===== src/design/skb_pkg.sv =====
`timescale 1ns / 1ps
// ----------------------------------------------------------------------------
// skb_pkg
// shared constants, register codes and the job record passed from the
// front end through the job queue to the write generator
// ----------------------------------------------------------------------------
package skb_pkg;

  // default geometry
  localparam int DEF_FB_WIDTH      = 1024;
  localparam int DEF_MAX_SCALE     = 8;
  localparam int DEF_MAX_IMAGE_DIM = 4096;
  localparam int DEF_QUEUE_DEPTH   = 4;

  // field widths
  localparam int COORD_W   = 18;  // signed destination coordinate, no overflow possible
  localparam int IDX_W     = 24;
  localparam int REF_W     = 32;
  localparam int CNT_W     = 3;   // extent of a block minus one, scale never above 8
  localparam int CFG_IDX_W = 4;
  localparam int CFG_DAT_W = 16;

  // register indexes
  localparam logic [CFG_IDX_W-1:0] REG_ORIGIN_X    = 4'd0;
  localparam logic [CFG_IDX_W-1:0] REG_ORIGIN_Y    = 4'd1;
  localparam logic [CFG_IDX_W-1:0] REG_SCALE_X     = 4'd2;
  localparam logic [CFG_IDX_W-1:0] REG_SCALE_Y     = 4'd3;
  localparam logic [CFG_IDX_W-1:0] REG_CLIP_LEFT   = 4'd4;
  localparam logic [CFG_IDX_W-1:0] REG_CLIP_TOP    = 4'd5;
  localparam logic [CFG_IDX_W-1:0] REG_CLIP_RIGHT  = 4'd6;
  localparam logic [CFG_IDX_W-1:0] REG_CLIP_BOTTOM = 4'd7;

  typedef struct packed {
    logic signed [15:0] origin_x;
    logic signed [15:0] origin_y;
    logic [3:0]         scale_x;
    logic [3:0]         scale_y;
    logic signed [15:0] clip_left;
    logic signed [15:0] clip_top;
    logic signed [15:0] clip_right;
    logic signed [15:0] clip_bottom;
  } skb_cfg_t;

  // one clipped block: first index, columns-1, rows-1, value to write
  typedef struct packed {
    logic [IDX_W-1:0] idx0;
    logic [CNT_W-1:0] nx;
    logic [CNT_W-1:0] ny;
    logic [REF_W-1:0] wref;
  } skb_job_t;

endpackage


===== src/design/scaled_keyed_blit_clipped_unit.sv =====
// an opaque pixel that is kept passes the stage 1 and stage 2 registers, the job queue and the
//   walker's index register before its first write is registered on the ports; a dropped pixel makes no job
// the write walker issues one write per cycle while its output register is free or being popped
// blocks run back to back; the front end keeps accepting while up to 4 jobs wait
// reset: synchronous, clears all queues and restores registers to origin 0, scale 1, clip 0
`timescale 1ns / 1ps
// ----------------------------------------------------------------------------
// scaled_keyed_blit_clipped_unit
// scaled, color-keyed sprite blit with rectangular clipping: one source pixel
// in, a run of framebuffer index/value writes out
// ----------------------------------------------------------------------------
module scaled_keyed_blit_clipped_unit #(
  parameter int FB_WIDTH      = skb_pkg::DEF_FB_WIDTH,
  parameter int MAX_SCALE     = skb_pkg::DEF_MAX_SCALE,
  parameter int MAX_IMAGE_DIM = skb_pkg::DEF_MAX_IMAGE_DIM
) (
  input  logic                          clk,
  input  logic                          rst,
  // configuration writes
  input  logic                          cfg_valid,
  output logic                          cfg_ready,
  input  logic [skb_pkg::CFG_IDX_W-1:0] cfg_index,
  input  logic [skb_pkg::CFG_DAT_W-1:0] cfg_data,
  // source pixel beats
  input  logic                          push,
  output logic                          full,
  input  logic [11:0]                   src_x,
  input  logic [11:0]                   src_y,
  input  logic [31:0]                   pixel_word,
  input  logic [31:0]                   src_ref,
  // framebuffer write beats
  output logic                          empty,
  input  logic                          pop,
  output logic [23:0]                   dest_index,
  output logic [31:0]                   write_ref,
  output logic                          last
);
  import skb_pkg::*;

  skb_cfg_t cfg;
  logic     q_push, q_full, q_valid, q_pop;
  skb_job_t push_job, head_job;

  // register file: always ready, unknown indexes are ignored
  assign cfg_ready = 1'b1;

  always_ff @(posedge clk) begin
    if (rst) begin
      cfg.origin_x    <= '0;
      cfg.origin_y    <= '0;
      cfg.scale_x     <= 4'd1;
      cfg.scale_y     <= 4'd1;
      cfg.clip_left   <= '0;
      cfg.clip_top    <= '0;
      cfg.clip_right  <= '0;
      cfg.clip_bottom <= '0;
    end else if (cfg_valid && cfg_ready) begin
      unique case (cfg_index)
        REG_ORIGIN_X:    cfg.origin_x    <= cfg_data;
        REG_ORIGIN_Y:    cfg.origin_y    <= cfg_data;
        REG_SCALE_X:     cfg.scale_x     <= cfg_data[3:0];
        REG_SCALE_Y:     cfg.scale_y     <= cfg_data[3:0];
        REG_CLIP_LEFT:   cfg.clip_left   <= cfg_data;
        REG_CLIP_TOP:    cfg.clip_top    <= cfg_data;
        REG_CLIP_RIGHT:  cfg.clip_right  <= cfg_data;
        REG_CLIP_BOTTOM: cfg.clip_bottom <= cfg_data;
        default: ;
      endcase
    end
  end

  // front end: key test, image bounds, block placement and clipping
  skb_front #(
    .FB_WIDTH      (FB_WIDTH),
    .MAX_SCALE     (MAX_SCALE),
    .MAX_IMAGE_DIM (MAX_IMAGE_DIM)
  ) u_front (
    .clk        (clk),
    .rst        (rst),
    .cfg        (cfg),
    .push       (push),
    .full       (full),
    .src_x      (src_x),
    .src_y      (src_y),
    .pixel_word (pixel_word),
    .src_ref    (src_ref),
    .q_push     (q_push),
    .q_job      (push_job),
    .q_full     (q_full)
  );

  // decouples placement from the write walk so either side can stall
  skb_queue #(
    .DEPTH (DEF_QUEUE_DEPTH)
  ) u_queue (
    .clk    (clk),
    .rst    (rst),
    .wr     (q_push),
    .wr_job (push_job),
    .full   (q_full),
    .rd     (q_pop),
    .rd_job (head_job),
    .valid  (q_valid)
  );

  // back end: one write per cycle while the output is free, row-major, last flag on the final one
  skb_back #(
    .FB_WIDTH (FB_WIDTH)
  ) u_back (
    .clk        (clk),
    .rst        (rst),
    .q_valid    (q_valid),
    .q_job      (head_job),
    .q_pop      (q_pop),
    .empty      (empty),
    .pop        (pop),
    .dest_index (dest_index),
    .write_ref  (write_ref),
    .last       (last)
  );

endmodule


===== src/design/skb_front.sv =====
`timescale 1ns / 1ps
// ----------------------------------------------------------------------------
// skb_front
// takes source pixels, drops transparent, zero-scale and out-of-image ones, places the
// scaled block, clips it and hands a job record to the queue if any of the block is left
module skb_front #(
  parameter int FB_WIDTH      = skb_pkg::DEF_FB_WIDTH,
  parameter int MAX_SCALE     = skb_pkg::DEF_MAX_SCALE,
  parameter int MAX_IMAGE_DIM = skb_pkg::DEF_MAX_IMAGE_DIM
) (
  input  logic                      clk,
  input  logic                      rst,
  input  skb_pkg::skb_cfg_t         cfg,
  input  logic                      push,
  output logic                      full,
  input  logic [11:0]               src_x,
  input  logic [11:0]               src_y,
  input  logic [31:0]               pixel_word,
  input  logic [skb_pkg::REF_W-1:0] src_ref,
  output logic                      q_push,
  output skb_pkg::skb_job_t         q_job,
  input  logic                      q_full
);
  import skb_pkg::*;

  localparam logic [3:0] SCALE_LIM = 4'(MAX_SCALE);

  // stage 1: block origin
  logic [3:0]                sxe, sye;
  logic [15:0]               prod_x, prod_y;
  logic                      in_ok;
  logic                      s1_valid;
  logic signed [COORD_W-1:0] s1_bx, s1_by;
  logic [3:0]                s1_sx, s1_sy;
  logic [REF_W-1:0]          s1_ref;
  logic                      s1_ready;

  // stage 2: clipped extents
  logic signed [COORD_W-1:0] ex, ey, cl, ct, cr, cb;
  logic signed [COORD_W-1:0] x0, x1, y0, y1;
  logic                      keep;
  logic                      s2_valid;
  logic signed [COORD_W-1:0] s2_x0, s2_x1, s2_y0, s2_y1;
  logic [REF_W-1:0]          s2_ref;
  logic                      s2_ready;

  always_comb begin
    sxe    = (cfg.scale_x > SCALE_LIM) ? SCALE_LIM : cfg.scale_x;
    sye    = (cfg.scale_y > SCALE_LIM) ? SCALE_LIM : cfg.scale_y;
    prod_x = 16'(src_x) * 16'(sxe);
    prod_y = 16'(src_y) * 16'(sye);
    in_ok  = (pixel_word != 32'd0) && (sxe != 4'd0) && (sye != 4'd0) &&
             ({1'b0, src_x} < 13'(MAX_IMAGE_DIM)) &&
             ({1'b0, src_y} < 13'(MAX_IMAGE_DIM));
  end

  assign s2_ready = !s2_valid || !q_full;
  assign s1_ready = !s1_valid || s2_ready;
  assign full     = !s1_ready;

  always_ff @(posedge clk) begin
    if (rst) begin
      s1_valid <= 1'b0;
    end else if (s1_ready) begin
      s1_valid <= push && in_ok;
    end
  end

  always_ff @(posedge clk) begin
    if (s1_ready) begin
      s1_bx  <= COORD_W'(cfg.origin_x) + $signed({2'b00, prod_x});
      s1_by  <= COORD_W'(cfg.origin_y) + $signed({2'b00, prod_y});
      s1_sx  <= sxe;
      s1_sy  <= sye;
      s1_ref <= src_ref;
    end
  end

  always_comb begin
    ex   = s1_bx + $signed({14'd0, s1_sx}) - 18'sd1;
    ey   = s1_by + $signed({14'd0, s1_sy}) - 18'sd1;
    cl   = COORD_W'(cfg.clip_left);
    ct   = COORD_W'(cfg.clip_top);
    cr   = COORD_W'(cfg.clip_right);
    cb   = COORD_W'(cfg.clip_bottom);
    x0   = (s1_bx > cl) ? s1_bx : cl;
    x1   = (ex < cr) ? ex : cr;
    y0   = (s1_by > ct) ? s1_by : ct;
    y1   = (ey < cb) ? ey : cb;
    keep = (x0 <= x1) && (y0 <= y1);
  end

  always_ff @(posedge clk) begin
    if (rst) begin
      s2_valid <= 1'b0;
    end else if (s2_ready) begin
      s2_valid <= s1_valid && keep;
    end
  end

  always_ff @(posedge clk) begin
    if (s2_ready) begin
      s2_x0  <= x0;
      s2_x1  <= x1;
      s2_y0  <= y0;
      s2_y1  <= y1;
      s2_ref <= s1_ref;
    end
  end

  // first index of the block, taken modulo the index width
  always_comb begin
    q_push     = s2_valid && !q_full;
    q_job.idx0 = IDX_W'(s2_x0) + IDX_W'(FB_WIDTH) * IDX_W'(s2_y0);
    q_job.nx   = CNT_W'(s2_x1 - s2_x0);
    q_job.ny   = CNT_W'(s2_y1 - s2_y0);
    q_job.wref = s2_ref;
  end

endmodule


===== src/design/skb_queue.sv =====
`timescale 1ns / 1ps
// ----------------------------------------------------------------------------
// skb_queue
// small show-ahead job queue between the front end and the write generator
// ----------------------------------------------------------------------------
module skb_queue #(
  parameter int DEPTH = skb_pkg::DEF_QUEUE_DEPTH
) (
  input  logic              clk,
  input  logic              rst,
  input  logic              wr,
  input  skb_pkg::skb_job_t wr_job,
  output logic              full,
  input  logic              rd,
  output skb_pkg::skb_job_t rd_job,
  output logic              valid
);
  import skb_pkg::*;

  localparam int PTR_W = (DEPTH > 1) ? $clog2(DEPTH) : 1;
  localparam int CNT_QW = $clog2(DEPTH + 1);

  skb_job_t          slots [DEPTH];
  logic [PTR_W-1:0]  wptr, rptr;
  logic [CNT_QW-1:0] count;
  logic              do_wr, do_rd;

  assign full   = (count == CNT_QW'(DEPTH));
  assign valid  = (count != '0);
  assign do_wr  = wr && !full;
  assign do_rd  = rd && valid;
  assign rd_job = slots[rptr];

  always_ff @(posedge clk) begin
    if (rst) begin
      wptr  <= '0;
      rptr  <= '0;
      count <= '0;
    end else begin
      if (do_wr) begin
        wptr <= (wptr == PTR_W'(DEPTH - 1)) ? '0 : wptr + 1'b1;
      end
      if (do_rd) begin
        rptr <= (rptr == PTR_W'(DEPTH - 1)) ? '0 : rptr + 1'b1;
      end
      if (do_wr && !do_rd) begin
        count <= count + 1'b1;
      end else if (do_rd && !do_wr) begin
        count <= count - 1'b1;
      end
    end
  end

  always_ff @(posedge clk) begin
    if (do_wr) begin
      slots[wptr] <= wr_job;
    end
  end

endmodule


===== src/design/skb_back.sv =====
`timescale 1ns / 1ps
// ----------------------------------------------------------------------------
// skb_back
// walks each clipped block row by row and emits one framebuffer write beat
// per cycle into the output register whenever that register is empty or being popped
// ----------------------------------------------------------------------------
module skb_back #(
  parameter int FB_WIDTH = skb_pkg::DEF_FB_WIDTH
) (
  input  logic                      clk,
  input  logic                      rst,
  input  logic                      q_valid,
  input  skb_pkg::skb_job_t         q_job,
  output logic                      q_pop,
  output logic                      empty,
  input  logic                      pop,
  output logic [skb_pkg::IDX_W-1:0] dest_index,
  output logic [skb_pkg::REF_W-1:0] write_ref,
  output logic                      last
);
  import skb_pkg::*;

  localparam logic [IDX_W-1:0] ROW_STEP = IDX_W'(FB_WIDTH);

  logic             active;
  logic             out_valid;
  logic [CNT_W-1:0] cc, rc, nx, ny;
  logic [IDX_W-1:0] idx, row_idx;
  logic [REF_W-1:0] wref;
  logic             beat_last, out_free, step, load;

  always_comb begin
    beat_last = (cc == nx) && (rc == ny);
    out_free  = !out_valid || pop;
    step      = active && out_free;
    load      = q_valid && (!active || (step && beat_last));
    q_pop     = load;
    empty     = !out_valid;
  end

  always_ff @(posedge clk) begin
    if (rst) begin
      active    <= 1'b0;
      out_valid <= 1'b0;
      cc        <= '0;
      rc        <= '0;
      nx        <= '0;
      ny        <= '0;
    end else begin
      if (step) begin
        out_valid <= 1'b1;
      end else if (pop) begin
        out_valid <= 1'b0;
      end
      if (load) begin
        active <= 1'b1;
        cc     <= '0;
        rc     <= '0;
        nx     <= q_job.nx;
        ny     <= q_job.ny;
      end else if (step) begin
        if (beat_last) begin
          active <= 1'b0;
        end
        if (cc == nx) begin
          cc <= '0;
          rc <= rc + 1'b1;
        end else begin
          cc <= cc + 1'b1;
        end
      end
    end
  end

  always_ff @(posedge clk) begin
    if (step) begin
      dest_index <= idx;
      write_ref  <= wref;
      last       <= beat_last;
    end
    if (load) begin
      idx     <= q_job.idx0;
      row_idx <= q_job.idx0;
      wref    <= q_job.wref;
    end else if (step) begin
      if (cc == nx) begin
        row_idx <= row_idx + ROW_STEP;
        idx     <= row_idx + ROW_STEP;
      end else begin
        idx <= idx + 1'b1;
      end
    end
  end

  // counters stay inside the block being walked
  a_cnt_in_block: assert property (@(posedge clk) disable iff (rst)
    active |-> (cc <= nx) && (rc <= ny))
    else $error("block counter outside its extent");

  // a finished block with nothing queued leaves the walker idle
  a_idle_after_last: assert property (@(posedge clk) disable iff (rst)
    step && beat_last && !q_valid |=> !active)
    else $error("walker still active after last beat");

  // index only moves when a beat is produced or a block is loaded
  a_idx_hold: assert property (@(posedge clk) disable iff (rst)
    !step && !load |=> $stable(idx))
    else $error("index moved without a beat");

endmodule

===== config.mk =====
export PLATFORM = sky130hd
export DESIGN_NAME = scaled_keyed_blit_clipped_unit
export DESIGN_NICKNAME = d
export VERILOG_FILES = /design/src/design/skb_pkg.sv /design/src/design/scaled_keyed_blit_clipped_unit.sv /design/src/design/skb_front.sv /design/src/design/skb_queue.sv /design/src/design/skb_back.sv
export SDC_FILE = /design/constraint.sdc
export NUM_CORES = 1
export LEC_CHECK = 0
export BUFFER_PORTS_ARGS = -buffer_cell sky130_fd_sc_hd__buf_2
export CORE_MARGIN = 5
export CORE_UTILIZATION = 40
export CTS_CLUSTER_DIAMETER = 40
export DETAILED_ROUTE_END_ITERATION = 12
export PLACE_DENSITY = 0.67
export SLEW_MARGIN = 30
export SYNTH_ARGS = -nofsm -noshare
export SYNTH_HDL_FRONTEND = slang
export SYNTH_HIERARCHICAL = 1
export SYNTH_SLANG_ARGS = --single-unit

===== constraint.sdc =====
create_clock -name clk -period 11.09 [get_ports clk]
set_input_delay 3.327 -clock clk [delete_from_list [all_inputs] [get_ports clk]]
set_output_delay 3.327 -clock clk [all_outputs]
set_load 0.01 [all_outputs]

-- Word level (Yosys, flattened, before mapping)
Memories as Yosys holds them, arrays and structs flattened. A register that Yosys moved wholly into a read port is not among the register bits.
Cells that the tools add are included.
- memories kept: 1
- output and inout port bits: 60
- flip-flop bits (word level): 410
- RAM bits: 248
- bits of input ports: 113
- memories (memory ; words ; width ; read ports ; clocked after Yosys merged registers in ; wr ports ; line ; RTL):
    u_queue.slots ; 4 ; 62 ; 1 ; 1 ; 1 ; skb_queue.sv:23 ; skb_job_t slots [DEPTH];
- reductions and logical operators: 48
- add/sub/neg operators: 17
- $mul: 2
- equality and inequality tests: 12
- magnitude comparators: 8
- multiplexer cells: 26
- operators by type and width (kind ; count):
    two-way mux 24 bit ; 6
    two-way mux 18 bit ; 4
    adder 16 x 17 -> 18 bit ; 2
    adder 18 x 5 -> 18 bit ; 2
    greater-than comparator 18 x 16 -> 1 bit ; 2
    less-or-equal comparator 18 bit ; 2
    < comparator 18 x 16 -> 1 bit ; 2
    subtractor 18 x 2 -> 18 bit, second input constant ; 2
    multiplier 12 x 4 -> 16 bit ; 2
    nonzero test 32 bit ; 1
    adder 18 x 24 -> 24 bit ; 1
    adder 24 x 1 -> 24 bit, second input constant ; 1
    adder 24 x 11 -> 24 bit, second input constant ; 1
    AND reduction 2 bit ; 11
    equality test 4 x 3 -> 1 bit, second input constant ; 4
    logical AND 1 bit ; 14
    nonzero test 2 bit ; 5
    adder 3 x 1 -> 3 bit, second input constant ; 3
    two-way mux 3 bit ; 3
    equality test 4 x 2 -> 1 bit, second input constant ; 2
    greater-than comparator 4 bit, second input constant ; 2
    logical NOT 1 bit ; 8
    two-way mux 2 bit ; 4
    two-way mux 4 bit ; 2
    13 further kinds ; 27

-- Longest topological paths before layout
- depth in word-level cells: 10
- gate-level depth with buffers: 26
- depth with buffers taken out: 25

-- Cells and area by module
Netlist, hierarchy kept.
- by module, submodules not included (module ; times used ; cells each ; area an instance (µm²)):
    skb_front ; 1 ; 1564 ; 14955.6
    skb_queue ; 1 ; 374 ; 9447.8
    skb_back ; 1 ; 453 ; 6168.4
    scaled_keyed_blit_clipped_unit ; 1 ; 369 ; 4130.2

-- Worst setup path after synthesis
No wires, ideal clock.
- path type: input -> register
- start: input src_x[0]
- end: register u_front.s1_bx[13] (data pin)
- setup slack: 3.606 ns
- data arrival time: 7.226 ns
- buffers on the path: 1
- data required time: 10.832 ns
- setup time: 0.258 ns
- stages on the path: 18
- path through: nand2_1 > fa_1 > fa_1 > inv_1 > ha_1 > a211oi_1 > o21a_1 > o21ai_0 > a2111oi_0 > nor3_1 > xor2_1 > ha_1 > clkbuf_1 > and4_1 > a32oi_1 > nand2_1 > a21o_1 > xor2_1
- longest elaborated chain between the ends: 2
- ends and longest elaborated chain (what ; line ; RTL):
    start: declaration ; scaled_keyed_blit_clipped_unit.sv:27 ; input logic [11:0] src_x,
    multiplier 12 x 4 -> 16 bit ; skb_front.sv:50 ; prod_x = 16'(src_x) * 16'(sxe);
    adder 16 x 17 -> 18 bit ; skb_front.sv:71 ; s1_bx <= COORD_W'(cfg.origin_x) + $signed({2'b00, prod_x});
    end signal: assignment ; skb_front.sv:71 ;
    end: declaration ; skb_front.sv:33 ; logic signed [COORD_W-1:0] s1_bx, s1_by;
Every way passes these cells.
A chain may end at the register's enable or synchronous reset.

-- Final worst setup path
- start: input src_x[0]
- end: register u_front.s1_bx[12] (data pin)
Same word-level chain as after synthesis.

==> reports/results.md <==
| Group | Result | Value |
|---|---|---|
| grt | Vias in the first global route | 21760 |
| timing | Count of endpoints failing setup in the final report | 0 |
| timing | Upper clock frequency limit | 0.135 GHz |
| route | Routed Wire Length | 72.1 mm |
| pwr | Internal Dissipation | 6050 uW |
| yosys | Per-instance average area after synthesis | 12.6 um2 |
| worst setup path | Critical path start-end classification | input port to flip-flop |
| die | Horizontal extent of the die | 305 um |
| timing | Final Hold Viols | 0 |
| worst hold path | Hold Path Class | flip-flop to flip-flop |
| clock network | Maximum count of clock buffers along a single path | 3 |
| pwr | Fraction of power spent switching nets | 30.8% |
| placement | Placed Instances | 4017 |
| die | Chip Height | 305 um |
| route | Average wire per cell in the routed design | 17.2 um |
| timing | Final sum of negative setup slack | 0 ns |
| yosys | Synth warn | 6 |
| timing | Slew at the pin closest to its max-slew limit | 0.900 ns |
| route | Remaining routing DRC violations | 0 |
| timing | Tcrit/Tclk final | 67.0% |
| worst setup path | Critical path required time | 11.48 ns |
| worst setup path | Kind of start point of the critical path | input port |
| yosys | Syn Nets | 3164 |
| timing | Final Max Slew Viols | 0 |
| clock network | Clock-pin slew on the worst setup and hold paths | 0.06 ns |
| yosys | Synth Cell Area | 34700 um2 |
| route | Via density per instance | 5.09 |
| placement | Cell area after placement | 36700 um2 |
| clock network | Hold buffers post-CTS | 0 |
| die | Area of the die | 92700 um2 |
| worst setup path | Cell mode on critical path | sky130_fd_sc_hd__fa_1 |
| route | DR iter-0 viols | 1299 |
| worst setup path | Worst setup EP type | flip-flop |
| die | Core Area | 86500 um2 |
| final layout | Most common cell after layout, fill and taps aside | sky130_fd_sc_hd__edfxtp_1 |
| grt | Pin count of the biggest net entering global routing | 64 |
| final layout | Number of nets in the layout | 3364 |
| worst setup path | Chain of cells forming the critical path | buf_2 -> nand2_1 -> fa_1 -> fa_1 -> fa_1 -> nor2b_1 -> o21ai_0 -> a21boi_0 -> o21ai_0 -> nor2b_1 -> xnor2_1 -> ha_1 -> and2_1 -> o211a_1 -> a41oi_1 -> a31oi_1 -> nor4_1 -> a311o_1 |
| worst setup path | Highest-delay cell along the critical path | sky130_fd_sc_hd__fa_1 |
| placement | HPWL after detailed placement | 50.1 mm |
| timing | RSZ-0062 raised after global routing | false |
| grt | Antenna violations before repair | 0 |
| pwr | Leakage Power | 0.0161 uW |
| pwr | Worst supply voltage drop on vdd | 0.000143 V |
| clock network | Number of sinks handled by clock tree synthesis | 660 |
| clock network | CTS tree | built |
| yosys | Proportion of netlist area held by the largest area contributor | 45.9% |
| pwr | Cell area power density | 219 nW/um2 |
| clock network | Max H-tree Level | 3 |
| pwr | Clock network power share | 34.7% |
| grt | Overall track demand over capacity in global routing | 15.3% |
| timing | Relative slew slack | 39.9% |
| clock network | # resized after CTS | 0 |
| clock network | Post CTS Setup Buffer Count | 0 |
| grt | First-pass GRT wire length | 116 mm |
| die | Io pins | 173 |
| timing | Fin Clk Skew | 0.0603 ns |
| placement | Final estimated routing congestion in global placement | 0.865 |
| yosys | Synth Flop Type | sky130_fd_sc_hd__edfxtp_1 |
| route | Vias | 21355 |
| pwr | Combinational group share of total power | 25.3% |
| yosys | Leading post-synthesis cells by cell area | sky130_fd_sc_hd__edfxtp_1 (46%), sky130_fd_sc_hd__ha_1 (8.8%), sky130_fd_sc_hd__dfxtp_1 (7.4%), sky130_fd_sc_hd__mux2i_1 (5.2%), sky130_fd_sc_hd__mux4_2 (4.0%) |
| worst setup path | Peak per-stage delay on the critical path | 0.54 ns |
| yosys | Share of async-settable or async-resettable flops after synthesis | 0% |
| route | Router iterations before antenna repair | 5 |
| final layout | Highest-count cells in the layout ignoring fill and taps | sky130_fd_sc_hd__edfxtp_1 (531), sky130_fd_sc_hd__ha_1 (243), sky130_fd_sc_hd__inv_1 (237) |
| status | Outcome | complete, no violations |
| worst setup path | Gate family responsible for the most delay along the worst path | adder cells |
| die | Starting density of the core | 40.1% |
| pwr | P_sw | 2700 uW |
| yosys | Count of flip-flops with a built-in enable after synthesis | 531 |
| final layout | Count of antenna diodes in the layout | 0 |
| final layout | Area Overhead vs Synth | 15.3% |
| worst setup path | Worst path bufs/invs | 1 |
| final layout | Filler-free cell count of the finished design | 4197 |
| worst setup path | Top fanout value on the critical path | 6 |
| pwr | Portion of total power attributed to sequential cells | 40.0% |
| yosys | Number of distinct standard cells referenced by the synthesized netlist | 94 |
| final layout | Share of layout cells above drive strength 1 | 15.6% |
| job | Max-cap violations | 0 |
| worst setup path | Arrival time of data at the critical path endpoint | 7.82 ns |
| die | Row cnt | 108 |
| clock network | Root buffer cell | sky130_fd_sc_hd__clkbuf_16 |
| clock network | Clock buffer count from CTS | 96 |
| grt | Aggregate global routing overflow | 0 |
| yosys | Fraction of the yosys area taken by sequential cells | 53.4% |
| route | Antenna Nets Post-Route | 0 |
| yosys | Mapped Cells | 2760 |
| placement | Buffers on Ports | 171 |
| timing | Final period demand of the worst path | 7.43 ns |
| clock network | Clock insertion delay at the later pin of the skew report | 0.65 ns |
| final layout | Final cell area excluding filler cells | 40000 um2 |
| yosys | Number of synthesized register bits | 660 |
| yosys | Leading area contributor after synthesis | sky130_fd_sc_hd__edfxtp_1 |
[synthesized netlist by cell type, types with 6 or more instances]
| master | instances |
|---|---|
| sky130_fd_sc_hd__edfxtp_1 | 531 |
| sky130_fd_sc_hd__ha_1 | 243 |
| sky130_fd_sc_hd__inv_1 | 238 |
| sky130_fd_sc_hd__mux2i_1 | 182 |
| sky130_fd_sc_hd__nand2_1 | 156 |
| sky130_fd_sc_hd__a21oi_1 | 133 |
| sky130_fd_sc_hd__nand2b_1 | 130 |
| sky130_fd_sc_hd__dfxtp_1 | 129 |
| sky130_fd_sc_hd__nor2_1 | 107 |
| sky130_fd_sc_hd__o21ai_0 | 82 |
| sky130_fd_sc_hd__xnor2_1 | 76 |
| sky130_fd_sc_hd__mux4_2 | 62 |
| sky130_fd_sc_hd__and2_1 | 55 |
| sky130_fd_sc_hd__nand3_1 | 50 |
| sky130_fd_sc_hd__fa_1 | 48 |
| sky130_fd_sc_hd__xor2_1 | 48 |
| sky130_fd_sc_hd__a21o_1 | 44 |
| sky130_fd_sc_hd__nor3_1 | 44 |
| sky130_fd_sc_hd__clkbuf_1 | 36 |
| sky130_fd_sc_hd__nand4_1 | 26 |
| sky130_fd_sc_hd__nor2b_1 | 24 |
| sky130_fd_sc_hd__buf_2 | 22 |
| sky130_fd_sc_hd__a211oi_1 | 21 |
| sky130_fd_sc_hd__o211ai_1 | 21 |
| sky130_fd_sc_hd__nor4_1 | 17 |
| sky130_fd_sc_hd__buf_6 | 15 |
| sky130_fd_sc_hd__o21a_1 | 15 |
| sky130_fd_sc_hd__a31oi_1 | 14 |
| sky130_fd_sc_hd__buf_4 | 13 |
| sky130_fd_sc_hd__o21bai_1 | 13 |
| sky130_fd_sc_hd__and3_1 | 12 |
| sky130_fd_sc_hd__and4_1 | 8 |
| sky130_fd_sc_hd__a22o_1 | 7 |
| sky130_fd_sc_hd__mux2_2 | 7 |
| sky130_fd_sc_hd__a311oi_1 | 6 |
| sky130_fd_sc_hd__o311ai_0 | 6 |
[through the flow]
step	setup WS (ns)	hold WS, ns	power [uW]	utilization [%]
finish	3.66	0.369	8750	46.3
global route	3.34	0.357	9240	46.3
CTS	3.75	0.362	8840	46.3
detailed placement	3.08	0.405	5760	42.4
global placement	3.21	0.401	5710	42.4
floorplan	3.61	0.400	5170	-
[layer usage]
layer / vias to the layer above / GRT usage (%) / wire length, um
met5: - / 0 / 0
met4: 0 / 3.67 / 1400
met3: 92 / 2.58 / 3050
met2: 451 / 25.5 / 33800
met1: 10286 / 21.1 / 33900
li1: 10526 / - / -
[layout make-up]
cell class              instances  area (um2)
inverters                     241         910
clock inverters                75         861
flip-flops and latches        660       18500
repair buffers                194        1030
clock buffers                 105        2470
fillers                      7843       46500
multi-input cells            1767       14800
well taps                    1155        1450
[power by group through the flow]
stage | Sequential, uW | Clock, uW | Combinational, uW
detailed placement | 3550 | 0 | 2210
finish | 3500 | 3040 | 2210
floorplan | 3490 | 0 | 1680
CTS | 3500 | 3110 | 2230
global route | 3540 | 3230 | 2480
global placement | 3540 | 0 | 2180
[worst paths after layout]
check                                   startpoint                  to  slack, ns  depth (start not counted)
worst max-delay path                      src_x[0]   u_front/s1_bx[12]       3.66                         18
worst min-delay path            u_front/s1_ref[13]  u_front/s2_ref[13]       0.37                          0
worst max register to register    u_front/s1_bx[1]    u_front/s2_valid       5.03                         25
worst min register to register  u_front/s1_ref[13]  u_front/s2_ref[13]       0.37                          0
[worst register-to-register path, cell delays in order, from the launching register on]
cell and delay, ns:
sky130_fd_sc_hd__edfxtp_1 0.39, sky130_fd_sc_hd__inv_1 0.09, sky130_fd_sc_hd__ha_1 0.23, sky130_fd_sc_hd__inv_1 0.06
sky130_fd_sc_hd__ha_1 0.19, sky130_fd_sc_hd__inv_1 0.06, sky130_fd_sc_hd__fa_1 0.40, sky130_fd_sc_hd__nor2b_1 0.22
sky130_fd_sc_hd__o211a_1 0.20, sky130_fd_sc_hd__o211ai_1 0.16, sky130_fd_sc_hd__and2_1 0.22, sky130_fd_sc_hd__o311ai_0 0.52
sky130_fd_sc_hd__ha_1 0.35, sky130_fd_sc_hd__a21o_1 0.16, sky130_fd_sc_hd__a311oi_1 0.31, sky130_fd_sc_hd__and4b_1 0.26
sky130_fd_sc_hd__a21oi_2 0.07, sky130_fd_sc_hd__buf_4 0.25, sky130_fd_sc_hd__mux2i_1 0.16, sky130_fd_sc_hd__ha_1 0.32
sky130_fd_sc_hd__a21oi_1 0.13, sky130_fd_sc_hd__nand2_1 0.07, sky130_fd_sc_hd__a211o_1 0.31, sky130_fd_sc_hd__a221o_1 0.31
sky130_fd_sc_hd__mux2_2 0.28, sky130_fd_sc_hd__a311oi_1 0.24
[flip-flops by register name (all words and copies together) (netlist names), 2 cells and up, named ones only]
name,count
u_queue/slots,248
cfg,104
u_back/wref,32
u_back/write_ref,32
u_front/s1_ref,32
u_front/s2_ref,32
u_back/dest_index,24
u_back/idx,24
u_back/row_idx,24
u_front/s1_bx,18
u_front/s1_by,18
u_front/s2_x0,18
u_front/s2_y0,14
u_front/s1_sx,4
u_front/s1_sy,4
u_back/cc,3
u_back/nx,3
u_back/ny,3
u_back/rc,3
u_front/s2_x1,3
u_front/s2_y1,3
u_queue/count,3
u_queue/rptr,2
u_queue/wptr,2
[cells by family after synthesis]
kind of cell,after synthesis,synth area share (%)
buf+inv,333,4.21
simple gates,674,10.3
xor+xnor,124,3.13
compound gates,426,7.97
fa+ha+maj,291,11.5
other cells,1,0.0108
mux,251,9.50
flops,660,53.4
(Power assumes the default switching activity.)
